**config.mk**
```make
export PLATFORM = sky130hd
export DESIGN_NAME = handheld_bus_address_decoder_unit
export DESIGN_NICKNAME = d
export VERILOG_FILES = /design/src/hdl/hbad_pkg.sv /design/src/hdl/hbad_decode.sv /design/src/hdl/handheld_bus_address_decoder_unit.sv
export VERILOG_INCLUDE_DIRS = /design/src /design/src/hdl
export SDC_FILE = /design/constraint.sdc
export NUM_CORES = 1
export LEC_CHECK = 0
export ABC_AREA = 1
export BUFFER_PORTS_ARGS = -buffer_cell sky130_fd_sc_hd__buf_2
export CORE_MARGIN = 4
export CORE_UTILIZATION = 25
export DETAILED_ROUTE_END_ITERATION = 8
export MAX_ROUTING_LAYER = met4
export PLACE_DENSITY = 0.46
export SLEW_MARGIN = 40
export SYNTH_ARGS = -nofsm -noshare
export SYNTH_HDL_FRONTEND = slang
export SYNTH_SLANG_ARGS = --single-unit
```
**constraint.sdc**
```tcl
create_clock -name clk -period 4.2 [get_ports clk]
set_clock_uncertainty 0.1 [all_clocks]
set_input_delay 0.63 -clock clk [delete_from_list [all_inputs] [get_ports clk]]
set_output_delay 0.63 -clock clk [all_outputs]
set_load 0.01 [all_outputs]
```
**src/hdl/handheld_bus_address_decoder_unit_macros.svh**
```systemverilog
// assertion helpers shared by the decoder unit
`ifndef HANDHELD_BUS_ADDRESS_DECODER_UNIT_MACROS_SVH
`define HANDHELD_BUS_ADDRESS_DECODER_UNIT_MACROS_SVH

// same-cycle implication, disabled while reset is low
`define HBAD_ASSERT_NOW(label, clk, rst_n, ante, cons, msg) \
    label: assert property (@(posedge clk) disable iff (!rst_n) (ante) |-> (cons)) \
        else $error(msg);

// next-cycle implication, disabled while reset is low
`define HBAD_ASSERT_NEXT(label, clk, rst_n, ante, cons, msg) \
    label: assert property (@(posedge clk) disable iff (!rst_n) (ante) |=> (cons)) \
        else $error(msg);

`endif

```
**src/hdl/hbad_pkg.sv**
```systemverilog
`default_nettype none

package hbad_pkg;

    localparam int ADDR_W   = 16;
    localparam int OFFSET_W = 22;

    // command targets
    localparam logic [3:0] TGT_ROM    = 4'd0;
    localparam logic [3:0] TGT_VRAM   = 4'd1;
    localparam logic [3:0] TGT_CRAM   = 4'd2;
    localparam logic [3:0] TGT_FLAT   = 4'd3;
    localparam logic [3:0] TGT_OAM    = 4'd4;
    localparam logic [3:0] TGT_IO     = 4'd5;
    localparam logic [3:0] TGT_HRAM   = 4'd6;
    localparam logic [3:0] TGT_DIRECT = 4'd7;
    localparam logic [3:0] TGT_ABSORB = 4'd8;

    // controller types
    localparam logic [1:0] MBC_NONE = 2'd0;
    localparam logic [1:0] MBC_CTRL = 2'd3;

    localparam logic [0:0] OP_READ  = 1'b0;
    localparam logic [0:0] OP_WRITE = 1'b1;

    localparam logic [3:0] CRAM_ENABLE_KEY = 4'hA;
    localparam logic [7:0] JOYPAD_FIXED    = 8'hC0;

    localparam logic [ADDR_W-1:0] ADDR_RAM_EN_END = 16'h2000;
    localparam logic [ADDR_W-1:0] ADDR_ROMX       = 16'h4000;
    localparam logic [ADDR_W-1:0] ADDR_RAMB_END   = 16'h6000;
    localparam logic [ADDR_W-1:0] ADDR_VRAM       = 16'h8000;
    localparam logic [ADDR_W-1:0] ADDR_CRAM       = 16'hA000;
    localparam logic [ADDR_W-1:0] ADDR_WRAM       = 16'hC000;
    localparam logic [ADDR_W-1:0] ADDR_WRAM_NOMIR = 16'hDE00;
    localparam logic [ADDR_W-1:0] ADDR_ECHO       = 16'hE000;
    localparam logic [ADDR_W-1:0] ADDR_OAM        = 16'hFE00;
    localparam logic [ADDR_W-1:0] ADDR_UNUSABLE   = 16'hFEA0;
    localparam logic [ADDR_W-1:0] ADDR_JOYPAD     = 16'hFF00;
    localparam logic [ADDR_W-1:0] ADDR_HRAM       = 16'hFF80;
    localparam logic [ADDR_W-1:0] ADDR_IE         = 16'hFFFF;
    localparam logic [ADDR_W-1:0] ECHO_DISTANCE   = 16'h2000;

    typedef struct packed {
        logic [0:0]        opcode;
        logic [ADDR_W-1:0] address;
        logic [7:0]        write_data;
        logic [7:0]        button_state;
    } item_t;

    typedef struct packed {
        logic [7:0] rom_bank_select;
        logic [7:0] ram_bank_select;
        logic       cart_ram_enabled;
        logic [3:0] joypad_select;
        logic [7:0] interrupt_enable;
    } regs_t;

    typedef struct packed {
        logic [3:0]          target;
        logic [OFFSET_W-1:0] offset;
        logic                is_write;
        logic [7:0]          data;
        logic                last;
    } cmd_t;

endpackage

`default_nettype wire

```
**src/hdl/hbad_decode.sv**
```systemverilog
`default_nettype none

module hbad_decode (
    input  wire hbad_pkg::item_t  item,
    input  wire                   phase,
    input  wire [1:0]             mbc_type,
    input  wire hbad_pkg::regs_t  regs,
    output hbad_pkg::cmd_t        cmd,
    output logic                  dual,
    output hbad_pkg::regs_t       regs_next
);
    import hbad_pkg::*;

    logic [ADDR_W-1:0] a;
    logic              wr;
    logic [7:0]        dat;
    logic [7:0]        bank;
    logic [3:0]        pressed;

    always_comb
    begin
        a    = item.address;
        wr   = (item.opcode == OP_WRITE);
        dat  = wr ? item.write_data : 8'd0;
        // a bank select of zero maps bank one
        bank = (regs.rom_bank_select == 8'd0) ? 8'd1 : regs.rom_bank_select;

        pressed = 4'd0;
        if (!regs.joypad_select[0])
        begin
            pressed = pressed | item.button_state[3:0];
        end
        if (!regs.joypad_select[1])
        begin
            pressed = pressed | item.button_state[7:4];
        end

        cmd          = '0;
        cmd.last     = 1'b1;
        dual         = 1'b0;
        regs_next    = regs;

        if (a < ADDR_VRAM)
        begin
            if (!wr)
            begin
                cmd.target = TGT_ROM;
                if (a < ADDR_ROMX || mbc_type == MBC_NONE)
                begin
                    cmd.offset = {6'd0, a};
                end
                else
                begin
                    cmd.offset = {bank, a[13:0]};
                end
            end
            else
            begin
                cmd.target = TGT_ABSORB;
                if (mbc_type == MBC_CTRL)
                begin
                    if (a < ADDR_RAM_EN_END)
                    begin
                        regs_next.cart_ram_enabled = (item.write_data[3:0] == CRAM_ENABLE_KEY);
                    end
                    else if (a < ADDR_ROMX)
                    begin
                        regs_next.rom_bank_select = item.write_data;
                    end
                    else if (a < ADDR_RAMB_END)
                    begin
                        regs_next.ram_bank_select = item.write_data;
                    end
                end
            end
        end
        else if (a < ADDR_CRAM)
        begin
            cmd.target   = TGT_VRAM;
            cmd.offset   = {9'd0, a[12:0]};
            cmd.is_write = wr;
            cmd.data     = dat;
        end
        else if (a < ADDR_WRAM)
        begin
            cmd.is_write = wr;
            cmd.data     = dat;
            if (mbc_type != MBC_NONE && regs.cart_ram_enabled)
            begin
                cmd.target = TGT_CRAM;
                cmd.offset = {1'b0, regs.ram_bank_select, a[12:0]};
            end
            else
            begin
                cmd.target = TGT_FLAT;
                cmd.offset = {6'd0, a};
            end
        end
        else if (a < ADDR_OAM)
        begin
            cmd.target   = TGT_FLAT;
            cmd.is_write = wr;
            cmd.data     = dat;
            cmd.offset   = {6'd0, a};
            // work ram writes below 0xDE00 and echo writes hit both copies, bus address first
            if (wr && (a < ADDR_WRAM_NOMIR || a >= ADDR_ECHO))
            begin
                dual = 1'b1;
                if (!phase)
                begin
                    cmd.last = 1'b0;
                end
                else if (a < ADDR_WRAM_NOMIR)
                begin
                    cmd.offset = {6'd0, a + ECHO_DISTANCE};
                end
                else
                begin
                    cmd.offset = {6'd0, a - ECHO_DISTANCE};
                end
            end
        end
        else if (a < ADDR_UNUSABLE)
        begin
            cmd.target   = TGT_OAM;
            cmd.offset   = {14'd0, a[7:0]};
            cmd.is_write = wr;
            cmd.data     = dat;
        end
        else if (a < ADDR_JOYPAD)
        begin
            cmd.target = wr ? TGT_ABSORB : TGT_DIRECT;
        end
        else if (a == ADDR_JOYPAD)
        begin
            if (wr)
            begin
                cmd.target              = TGT_ABSORB;
                regs_next.joypad_select = item.write_data[7:4];
            end
            else
            begin
                cmd.target = TGT_DIRECT;
                // buttons read active low
                cmd.data   = JOYPAD_FIXED | {2'b00, regs.joypad_select[1:0], ~pressed};
            end
        end
        else if (a < ADDR_HRAM)
        begin
            cmd.target   = TGT_IO;
            cmd.offset   = {14'd0, a[7:0]};
            cmd.is_write = wr;
            cmd.data     = dat;
        end
        else if (a < ADDR_IE)
        begin
            cmd.target   = TGT_HRAM;
            cmd.offset   = {15'd0, a[6:0]};
            cmd.is_write = wr;
            cmd.data     = dat;
        end
        else
        begin
            if (wr)
            begin
                cmd.target                 = TGT_ABSORB;
                regs_next.interrupt_enable = item.write_data;
            end
            else
            begin
                cmd.target = TGT_DIRECT;
                cmd.data   = regs.interrupt_enable;
            end
        end
    end

endmodule

`default_nettype wire

```
**src/hdl/handheld_bus_address_decoder_unit.sv**
```systemverilog
// Bus address decoder for a handheld console with a banked cartridge controller.
// Input channel (in_valid / in_stall): one CPU bus access per beat, carrying
// opcode, address, write_data and button_state. Output channel (out_valid /
// out_stall): one memory command per beat with target, offset, is_write, data
// and last; last marks the final command of an access.
// An accepted access is registered in the input stage, then its first command in
// the output register. Single-command accesses can follow back to back while the
// output is not stalled; a work-ram write below 0xDE00 or an echo write makes two
// commands and holds the input register until its second command is emitted.
// The user must write the cartridge controller type via cfg_wr_en / cfg_wr_data
// only while the unit is idle; the unit itself does not enforce this.
// Reset clears the controller type, bank, ram-enable, joypad-select and
// interrupt-enable registers and empties both stages. While out_stall is high
// the held command stays put, and the input stage fills and then raises
// in_stall until the output moves again.
`default_nettype none

module handheld_bus_address_decoder_unit (
    input  wire         clk,
    input  wire         rst_n,
    input  wire         cfg_wr_en,
    input  wire  [1:0]  cfg_wr_data,
    input  wire         in_valid,
    output logic        in_stall,
    input  wire  [0:0]  opcode,
    input  wire  [15:0] address,
    input  wire  [7:0]  write_data,
    input  wire  [7:0]  button_state,
    output logic        out_valid,
    input  wire         out_stall,
    output logic [3:0]  target,
    output logic [21:0] offset,
    output logic        is_write,
    output logic [7:0]  data,
    output logic        last
);
    import hbad_pkg::*;

    `include "handheld_bus_address_decoder_unit_macros.svh"

    item_t      s1_item_reg;
    logic       s1_valid_reg;
    logic       s1_valid_next;
    logic       s1_phase_reg;
    logic       s1_phase_next;
    regs_t      regs_reg;
    regs_t      regs_next;
    logic [1:0] mbc_type_reg;
    cmd_t       out_cmd_reg;
    logic       out_valid_reg;
    logic       out_valid_next;

    cmd_t       cmd;
    logic       dual;
    logic       out_load;
    logic       emit;
    logic       s1_done;
    logic       in_fire;
    item_t      in_item;

    assign in_item.opcode       = opcode;
    assign in_item.address      = address;
    assign in_item.write_data   = write_data;
    assign in_item.button_state = button_state;

    hbad_decode u_decode (
        .item      (s1_item_reg),
        .phase     (s1_phase_reg),
        .mbc_type  (mbc_type_reg),
        .regs      (regs_reg),
        .cmd       (cmd),
        .dual      (dual),
        .regs_next (regs_next)
    );

    assign out_load = !out_valid_reg || !out_stall;
    assign emit     = s1_valid_reg && out_load;
    // the access leaves the input stage with its last command
    assign s1_done  = emit && (!dual || s1_phase_reg);
    assign in_stall = s1_valid_reg && !s1_done;
    assign in_fire  = in_valid && !in_stall;

    always_comb
    begin
        s1_valid_next = s1_valid_reg;
        s1_phase_next = s1_phase_reg;
        if (in_fire)
        begin
            s1_valid_next = 1'b1;
            s1_phase_next = 1'b0;
        end
        else if (s1_done)
        begin
            s1_valid_next = 1'b0;
            s1_phase_next = 1'b0;
        end
        else if (emit && dual)
        begin
            s1_phase_next = 1'b1;
        end

        out_valid_next = out_load ? emit : out_valid_reg;
    end

    always_ff @(posedge clk or negedge rst_n)
    begin
        if (!rst_n)
        begin
            s1_valid_reg  <= 1'b0;
            s1_phase_reg  <= 1'b0;
            out_valid_reg <= 1'b0;
            regs_reg      <= '0;
            mbc_type_reg  <= MBC_NONE;
        end
        else
        begin
            s1_valid_reg  <= s1_valid_next;
            s1_phase_reg  <= s1_phase_next;
            out_valid_reg <= out_valid_next;
            if (s1_done)
            begin
                regs_reg <= regs_next;
            end
            if (cfg_wr_en)
            begin
                mbc_type_reg <= cfg_wr_data;
            end
        end
    end

    always_ff @(posedge clk)
    begin
        if (in_fire)
        begin
            s1_item_reg <= in_item;
        end
        if (emit)
        begin
            out_cmd_reg <= cmd;
        end
    end

    assign out_valid = out_valid_reg;
    assign target    = out_cmd_reg.target;
    assign offset    = out_cmd_reg.offset;
    assign is_write  = out_cmd_reg.is_write;
    assign data      = out_cmd_reg.data;
    assign last      = out_cmd_reg.last;

    // first half of a mirrored write always has its second half waiting behind it
    `HBAD_ASSERT_NOW(a_pair_pending, clk, rst_n,
        out_valid_reg && !out_cmd_reg.last,
        s1_valid_reg && s1_phase_reg,
        "mirror write lost its second command")
    // second half follows right after the first is taken
    `HBAD_ASSERT_NEXT(a_pair_back_to_back, clk, rst_n,
        out_valid_reg && !out_stall && !out_cmd_reg.last,
        out_valid_reg && out_cmd_reg.last,
        "mirror write pair split")
    // control registers move only as an access completes
    `HBAD_ASSERT_NEXT(a_regs_hold, clk, rst_n,
        !s1_done,
        $stable(regs_reg),
        "control register changed without a completed access")

endmodule

`default_nettype wire

```
[After elaboration in Yosys (flattened, before gate mapping)]
Index checks and enable logic that the tools add are counted.
Cells by class
  add/subtract/negate cells: 2
  magnitude comparators: 13
  equality and inequality tests: 3
  mux-type cells: 39
  bitwise operators: 14
  reductions and logical operators: 27
Operator list (number)
  $mux 35: 5
  $lt 16x16->1 const B: 9
  $mux 22: 3
  $mux 8: 7
  $mux 23: 2
  $lt 16x15->1 const B: 2
  $mux 16: 2
  $mux 31: 1
  $mux 4: 7
  $mux 26: 1
  $add 16x14->16 const B: 1
  $eq 16x16->1 const B: 1
  $ge 16x16->1 const B: 1
  $lt 16x14->1 const B: 1
  $sub 16x14->16 const B: 1
  $not 1->1: 12
  $mux 1: 11
  $reduce_and 11->1: 1
  $reduce_and 9->1: 1
  $logic_not 8->1: 1
  $logic_and 1x1->1: 7
  $reduce_and 7->1: 1
  $reduce_and 6->1: 1
  $logic_not 1->1: 5
  10 further kinds: 14
Word-level totals
  register bits after elaboration: 101
  input port bits: 40
  output and inout bits: 38
  logic and storage cells: 116

[Depth between registers and ports, before layout]
Gate-level depths: netlist (run 1).
  depth after elaboration: 16
  gate-level depth with buffers: 12
  mapped depth without buffers: 11

[Modules after synthesis]
Synthesis (run 1) repeated with hierarchy kept, for this count alone.
Unflattened totals
  cells, all modules: 555
  area total of the unflattened synthesis: 5072.4 µm²
Modules (own cells, without submodules)
  handheld_bus_address_decoder_unit: times used 1, cells each 216, area each 3517.1 µm²
  hbad_decode: times used 1, cells each 339, area each 1555.2 µm²

[Worst setup path after synthesis (run 1)]
No wires, ideal clock.
  path type: input to register
  from: input port out_stall
  to: register s1_item_reg[0] (netlist bit) (enable)
  setup time: 0.425 ns
  arrival: 3.413 ns
  required time: 3.675 ns
  slack: 0.263 ns
  cell stages on the path: 7
  path through: nand2_1 > nand2_1 > inv_1 > o21ai_2 > nand2_1 > inv_1 > nor2_1
On the way
  word-level cells in the longest chain between the ends: 8
RTL lines
  start, declared: RTL line handheld_bus_address_decoder_unit.sv:30  | input wire out_stall,
  $logic_not 1->1: RTL line handheld_bus_address_decoder_unit.sv:76  | assign out_load = !out_valid_reg || !out_stall;
  $logic_or 1x1->1: RTL line handheld_bus_address_decoder_unit.sv:76
  $logic_and 1x1->1: RTL line handheld_bus_address_decoder_unit.sv:77  | assign emit = s1_valid_reg && out_load;
  net emit: RTL line handheld_bus_address_decoder_unit.sv:56  | logic emit;
  $logic_and 1x1->1: RTL line handheld_bus_address_decoder_unit.sv:79  | assign s1_done = emit && (!dual || s1_phase_reg);
  $logic_not 1->1: RTL line handheld_bus_address_decoder_unit.sv:80  | assign in_stall = s1_valid_reg && !s1_done;
  $logic_and 1x1->1: RTL line handheld_bus_address_decoder_unit.sv:80
  net in_stall: RTL line handheld_bus_address_decoder_unit.sv:24  | output logic in_stall,
  $logic_not 1->1: RTL line handheld_bus_address_decoder_unit.sv:81  | assign in_fire = in_valid && !in_stall;
  $logic_and 1x1->1: RTL line handheld_bus_address_decoder_unit.sv:81
  net in_fire: RTL line handheld_bus_address_decoder_unit.sv:58  | logic in_fire;
  end signal, assigned: RTL line handheld_bus_address_decoder_unit.sv:135  | s1_item_reg <= in_item;
  end, declared: RTL line handheld_bus_address_decoder_unit.sv:41  | item_t s1_item_reg;
The timed path passes the listed nets, and every way through them passes these cells.
A chain may end at the register's enable or synchronous reset.

[Worst setup path after layout (run 1)]
  from: register s1_item_reg[32] (netlist bit)
  to: output port in_stall
On the way
  word-level cells in the longest chain between the ends: 11
RTL lines
  $logic_and 1x1->1: RTL line hbad_decode.sv:106  | if (wr && (a < ADDR_WRAM_NOMIR || a >= ADDR_ECHO))
  $mux 1: RTL line hbad_decode.sv:106
  $mux 1: RTL line hbad_decode.sv:99  | else if (a < ADDR_OAM)
  $mux 1: RTL line hbad_decode.sv:84  | else if (a < ADDR_WRAM)
  $mux 1: RTL line hbad_decode.sv:77  | else if (a < ADDR_CRAM)
  $mux 1: RTL line hbad_decode.sv:43  | if (a < ADDR_VRAM)
  $logic_not 1->1: RTL line handheld_bus_address_decoder_unit.sv:79
  $logic_or 1x1->1: RTL line handheld_bus_address_decoder_unit.sv:79
  $logic_and 1x1->1: RTL line handheld_bus_address_decoder_unit.sv:79
  $logic_not 1->1: RTL line handheld_bus_address_decoder_unit.sv:80
  $logic_and 1x1->1: RTL line handheld_bus_address_decoder_unit.sv:80
  end, declared: RTL line handheld_bus_address_decoder_unit.sv:24
No other way between the ends.

==> flow_metrics.tcl, run 1 <==
set metrics [dict create \
    largest_register_ffs 33 \
    irDropWorstVdd_v 0.000179 \
    io_pins 78 \
    diodes 0 \
    drv_slew 0 \
    num_rows 49 \
    nets 612 \
    crit_type "register to output port" \
    clock.fmax_mhz 345 \
    post-cts-setup-buffers 0 \
    relSlewSlack_pct 45.4 \
    hold_buffers 0 \
    globalplace.congestion 0.830 \
    synth_cell_types 34 \
    start_kind "register" \
    yosysSeqAreaShare_pct 61.6 \
    fp.dieW_um 145 \
    cts.path.max_buffers 2 \
    crit_chain "nand4_1 -> o21ai_2 -> nand2_1 -> inv_1 -> buf_2" \
    layout_min_cycle_time_ns 2.89 \
    dieArea_mm2 0.0209 \
    tightestPinTransition_ns 0.813 \
    synth_ff_type "edfxtp_1" \
    firstDrtPassIters 5 \
    outcome "finished clean" \
    drive_gt1_share_pct 20.0 \
    crit_required_ns 3.47 \
    drc_errors 0 \
    track_usage_pct 11.9 \
    worst_slack_ns 1.31 \
    antenna_found_initial 0 \
    critPathMaxStageDelay_ns 0.81 \
    cts_resized 0 \
    synth_top_cell_area_share_pct 44.4 \
    critPathBufInv 2 \
    insertion_delay_ns 0.35 \
    ys_ff_latch 101 \
    post_drt_wl_per_cell_um 14.5 \
    synth_area_leaders "edfxtp_1 (44%), dfrtp_1 (17%), nand2_1 (14%)" \
    initial_core_util_pct 25.7 \
    dp_hpwl_um 8790 \
    clk_pin_slew_worst_paths_ns 0.06 \
    numCtsBuffers 9 \
    die_h_um 145 \
    syn_avg_cell_area_um2 9.54 \
    vias_per_cell 4.37 \
    synth.largest_area_cell "edfxtp_1" \
    holdWs_ns 0.110 \
    end_kind "output port" \
    rsz0062_at_grt "false" \
    finalSetupViolations 0 \
    critPathMaxFanout 21 \
    arrival_ns 2.16 \
    port_buffers 77 \
    cts_root_buf "clkbuf_16" \
    drt_iter0_drc 265 \
    drtAntennaViolNets 0 \
    clock-sinks 101 \
    async_reset_ff_share_pct 31.7 \
    design.core.area_mm2 0.0181 \
    syn2layout_area_growth_pct 20.3 \
    fin_crit_sh_pct 68.9 \
    crit_path_top_delay_cell "edfxtp_1" \
    yosys_warnings 0 \
    vias 3511 \
    synthMostInstantiatedCell "nand2_1" \
    cts.htree.levels 3 \
    syn_inst 489 \
    syn_area_mm2 0.00467 \
    final_hold_viol_count 0 \
    maxCapViolCount 0 \
    grt_max_degree 38 \
    tritoncts "yes" \
    p_leak_nw 2.59 \
    place_ws_ns 1.66 \
    crit_family "flip-flops" \
    power_density_mw_per_mm2 444 \
    grt_pass1_wl_um 18300 \
    synth-edff-count 69 \
    totalWireLength_um 11700 \
    synth_fp_nets 531 \
    overflow 0 \
    grt_pass1_vias 3456 \
    hold_class "primary input to async pin" \
    synth_common_cells "nand2_1 (173), edfxtp_1 (69), inv_1 (53)" \
    setup_tns_ns 0 \
]
==> placed cells by master (no fill, tap or decap), types with 2 or more instances in the layout <==
| master | count |
|---|---|
| or2_1 | 2 |
| nor2_4 | 4 |
| mux2_2 | 2 |
| nor3_4 | 2 |
| inv_2 | 3 |
| a22o_1 | 3 |
| nor4_1 | 4 |
| ha_1 | 2 |
| a21oi_1 | 15 |
| o21ai_2 | 2 |
| nor2_1 | 33 |
| buf_4 | 2 |
| nand3_2 | 2 |
| clkinv_1 | 2 |
| nand3_1 | 8 |
| dfrtp_1 | 32 |
| o21ai_0 | 30 |
| nand4_1 | 12 |
| a32o_1 | 3 |
| edfxtp_1 | 69 |
| o21ai_1 | 4 |
| nor3_1 | 13 |
| buf_2 | 76 |
| clkbuf_16 | 9 |
| clkbuf_8 | 3 |
| nor2_2 | 3 |
| inv_1 | 53 |
| nand2_1 | 173 |
==> cell families (layout without fill, tap and decap cells) <==
logic type	count (synthesis)	count (layout)	synth area share [%]
buffers and inverters	66	152	5.84
AOI/OAI and AO/OA	57	57	6.84
muxes	2	2	0.483
adders and majority gates	2	2	0.536
and+or+nand+nor	261	261	24.7
DFF	101	101	61.6
==> report_power, final <==
| part | internal [W] | leakage [nW] | total (W) | switching [W] |
|---|---|---|---|---|
| logic | 0.000135 | 1.35 | 0.000378 | 0.000243 |
| clock network | 0.000450 | 0.144 | 0.000802 | 0.000352 |
| registers | 0.00123 | 1.10 | 0.00131 | 0.0000844 |
==> per-layer routing <==
layer / vias to the layer above / global-route usage (%) / wire length (µm)
met5: - / - / 0
met4: 0 / 3.09 / 123
met3: 10 / 3.47 / 725
met2: 84 / 18.4 / 5550
met1: 1640 / 15.5 / 5300
li1: 1777 / - / -
==> path summary, 6_finish.rpt <==
check,startpoint,to,slack [ns],cells past startpoint
worst min register to register,regs_reg[7],regs_reg[7],0.38,2
worst max register to register,s1_item_reg[32],s1_item_reg[16],1.83,6
worst min-delay path,rst_n,regs_reg[23],0.11,1
min in group clk,button_state[0],s1_item_reg[0],0.35,1
max in group asynchronous,rst_n,regs_reg[5],3.58,1
worst max-delay path,s1_item_reg[32],in_stall,1.31,5
==> final cells by class <==
cell class                      count  area [µm²]
Tap cell                          229         287
Fill cell                        1908       12500
Clock buffer                       13         270
Timing Repair Buffer               79         423
Inverter                           57         214
Sequential cell                   101        2870
Clock inverter                      3        17.5
Multi-Input combinational cell    322        1530
==> metrics by stage <==
stage	utilization, %	power [W]	std cells	area, µm²
floorplan	-	0.00154	489	4670
global placement	29.2	0.00170	787	5300
detailed placement	29.3	0.00172	788	5320
CTS	30.9	0.00253	804	5610
global route	30.9	0.00264	804	5610
finish	30.9	0.00249	804	5610
Power figures use the tool's default switching activity.
==> inputs of run 2 (changes only) <==
--- a/config.mk
+++ b/config.mk
@@ -12,7 +12,7 @@
 export CORE_UTILIZATION = 25
 export DETAILED_ROUTE_END_ITERATION = 8
 export MAX_ROUTING_LAYER = met4
-export PLACE_DENSITY = 0.46
+export PLACE_DENSITY = 0.47
 export SLEW_MARGIN = 40
 export SYNTH_ARGS = -nofsm -noshare
 export SYNTH_HDL_FRONTEND = slang
==> constraint.sdc (replaced) <==
create_clock -name clk -period 2.6 [get_ports clk]
set_clock_uncertainty 0.1 [all_clocks]
set_input_delay 0.39 -clock clk [delete_from_list [all_inputs] [get_ports clk]]
set_output_delay 0.39 -clock clk [all_outputs]
set_load 0.01 [all_outputs]
==> run 2 against run 1 <==
Effect of this change:
- sequential cell count unchanged
- via count rose by 1.8%
- sequential share of layout area fell by 1.1 points
- highest routed layer unchanged
- non-clock buffer count grew 10
- first-iteration DRC count fell by 9.1%
- sequential power increased by 60%
- setup slack worse by 0.93 ns
- clock power increased by 86%
- worst hold slack lost 0.0047 ns
- critical endpoint is now data[4]
==> flow_metrics.tcl, run 2 (synthesized netlist as in run 1, its figures left out) <==
set metrics [dict create \
    outcome "finished clean" \
    maxCapViolCount 0 \
    place_ws_ns 0.390 \
    tritoncts "yes" \
    die_h_um 145 \
    crit_required_ns 2.61 \
    clock-sinks 101 \
    drt_iter0_drc 241 \
    cts.htree.levels 3 \
    final_hold_viol_count 0 \
    crit_chain "nand2_1 -> nor2_4 -> nand3_1 -> nor2_1 -> nand2_1 -> nand2_1 -> inv_1 -> a21oi_1 -> nor2_1" \
    overflow 0 \
    relSlewSlack_pct 65.2 \
    r2r_start "s1_item_reg[29]" \
    p_leak_nw 2.65 \
    clock.fmax_mhz 449 \
    post-cts-setup-buffers 0 \
    crit_start "s1_item_reg[29]" \
    switchingPower_w 0.00117 \
    arrival_ns 2.24 \
    dieArea_mm2 0.0209 \
    fin_crit_sh_pct 85.6 \
    cts.path.max_buffers 2 \
    syn2layout_area_growth_pct 22.9 \
    power_density_mw_per_mm2 740 \
    tightestPinTransition_ns 0.523 \
    start_kind "register" \
    crit_type "register to register" \
    crit_top_cell "nand2_1" \
    swShare_pct 27.6 \
    initial_core_util_pct 25.7 \
    finalSetupViolations 0 \
    power_w 0.00425 \
    vias 3574 \
    track_usage_pct 12.2 \
    fp.dieW_um 145 \
    grt_pass1_wl_um 18800 \
    setup_tns_ns 0 \
    nets 622 \
    cts_resized 0 \
    firstDrtPassIters 4 \
    layout_min_cycle_time_ns 2.23 \
    layout_common_cells "nand2_1 (173), buf_2 (76), edfxtp_1 (69)" \
    drc_errors 0 \
    grt_pass1_vias 3551 \
    port_buffers 77 \
    grt_max_degree 38 \
    p_int_w 0.00307 \
    p_seq_share_pct 49.5 \
    antenna_found_initial 0 \
    totalWireLength_um 12000 \
    final_common_cell "nand2_1" \
    irDropWorstVdd_v 0.000340 \
    vias_per_cell 4.39 \
    clk_pin_slew_worst_paths_ns 0.07 \
    dp_hpwl_um 9050 \
    largest_register_ffs 33 \
    critPathMaxFanout 10 \
    end_kind "register" \
    critPathBufInv 1 \
    post_drt_wl_per_cell_um 14.7 \
    design.core.area_mm2 0.0181 \
    critPathMaxStageDelay_ns 0.60 \
    p_comb_share_pct 15.5 \
    num_rows 49 \
    final_cells 814 \
    drv_slew 0 \
    diodes 0 \
    cts_root_buf "clkbuf_16" \
    numCtsBuffers 9 \
    drive_gt1_share_pct 21.7 \
    hp-start "button_state[3]" \
    hold_class "primary input to register" \
    rsz0062_at_grt "false" \
    worst_slack_ns 0.374 \
    globalplace.congestion 0.800 \
    crit_family "simple AND/OR/NAND/NOR gates" \
    io_pins 78 \
    crit_path_top_delay_cell "edfxtp_1" \
    clkPwrFrac_pct 35.0 \
    post-place-cells 797 \
    drtAntennaViolNets 0 \
    insertion_delay_ns 0.35 \
    hold_buffers 0 \
]
==> run 2: worst register-to-register path, stage by stage, from the launching register on <==
cell and delay (ns):
edfxtp_1 0.60, nand2_1 0.17, nor2_4 0.17, nand3_1 0.09, nor2_1 0.37, nand2_1 0.13
nand2_1 0.10, inv_1 0.05, a21oi_1 0.14, nor2_1 0.06
==> run 2: final timing paths <==
kind / to / slack (ns) / cells after the start
max: data[4] / 0.37 / 9
min: s1_item_reg[3] / 0.11 / 1
max reg2reg: data[4] / 0.37 / 9
min reg2reg: regs_reg[15] / 0.39 / 2
max in group asynchronous: regs_reg[7] / 1.67 / 2
min in group asynchronous: regs_reg[16] / 0.41 / 2
==> run 2: per-stage QoR <==
step / utilization, % / instance area, µm² / hold WS, ns
floorplan: - / 4680 / -0.00559
global placement: 29.6 / 5370 / 0.373
detailed placement: 29.7 / 5390 / 0.372
CTS: 31.5 / 5720 / 0.0155
global route: 31.6 / 5740 / 0.0938
finish: 31.6 / 5740 / 0.105
==> run 2: layer usage <==
| layer | track usage, % | vias up | routed length [µm] |
|---|---|---|---|
| li1 | - | 1802 | - |
| met1 | 16.0 | 1676 | 5530 |
| met2 | 18.6 | 84 | 5520 |
| met3 | 3.17 | 12 | 800 |
| met4 | 3.68 | 0 | 147 |
| met5 | - | - | 0 |
==> run 2: final cells by class <==
cell class / count / area, µm²
sequential: 101 / 2870
clock inverter: 7 / 105
tap: 229 / 287
inverter: 57 / 218
timing repair buffer: 89 / 500
multi-input combinational: 322 / 1530
clock buffer: 9 / 225
fill: 1949 / 12400
==> run 2: power by group through the flow <==
stage	logic [W]	clock network (W)	registers, W
6_report	0.000658	0.00149	0.00210
5_1_grt	0.000736	0.00159	0.00213
4_1_cts	0.000668	0.00153	0.00211
3_5_place_dp	0.000664	0	0.00214
3_3_place_gp	0.000644	0	0.00214
2_1_floorplan	0.000344	0	0.00215
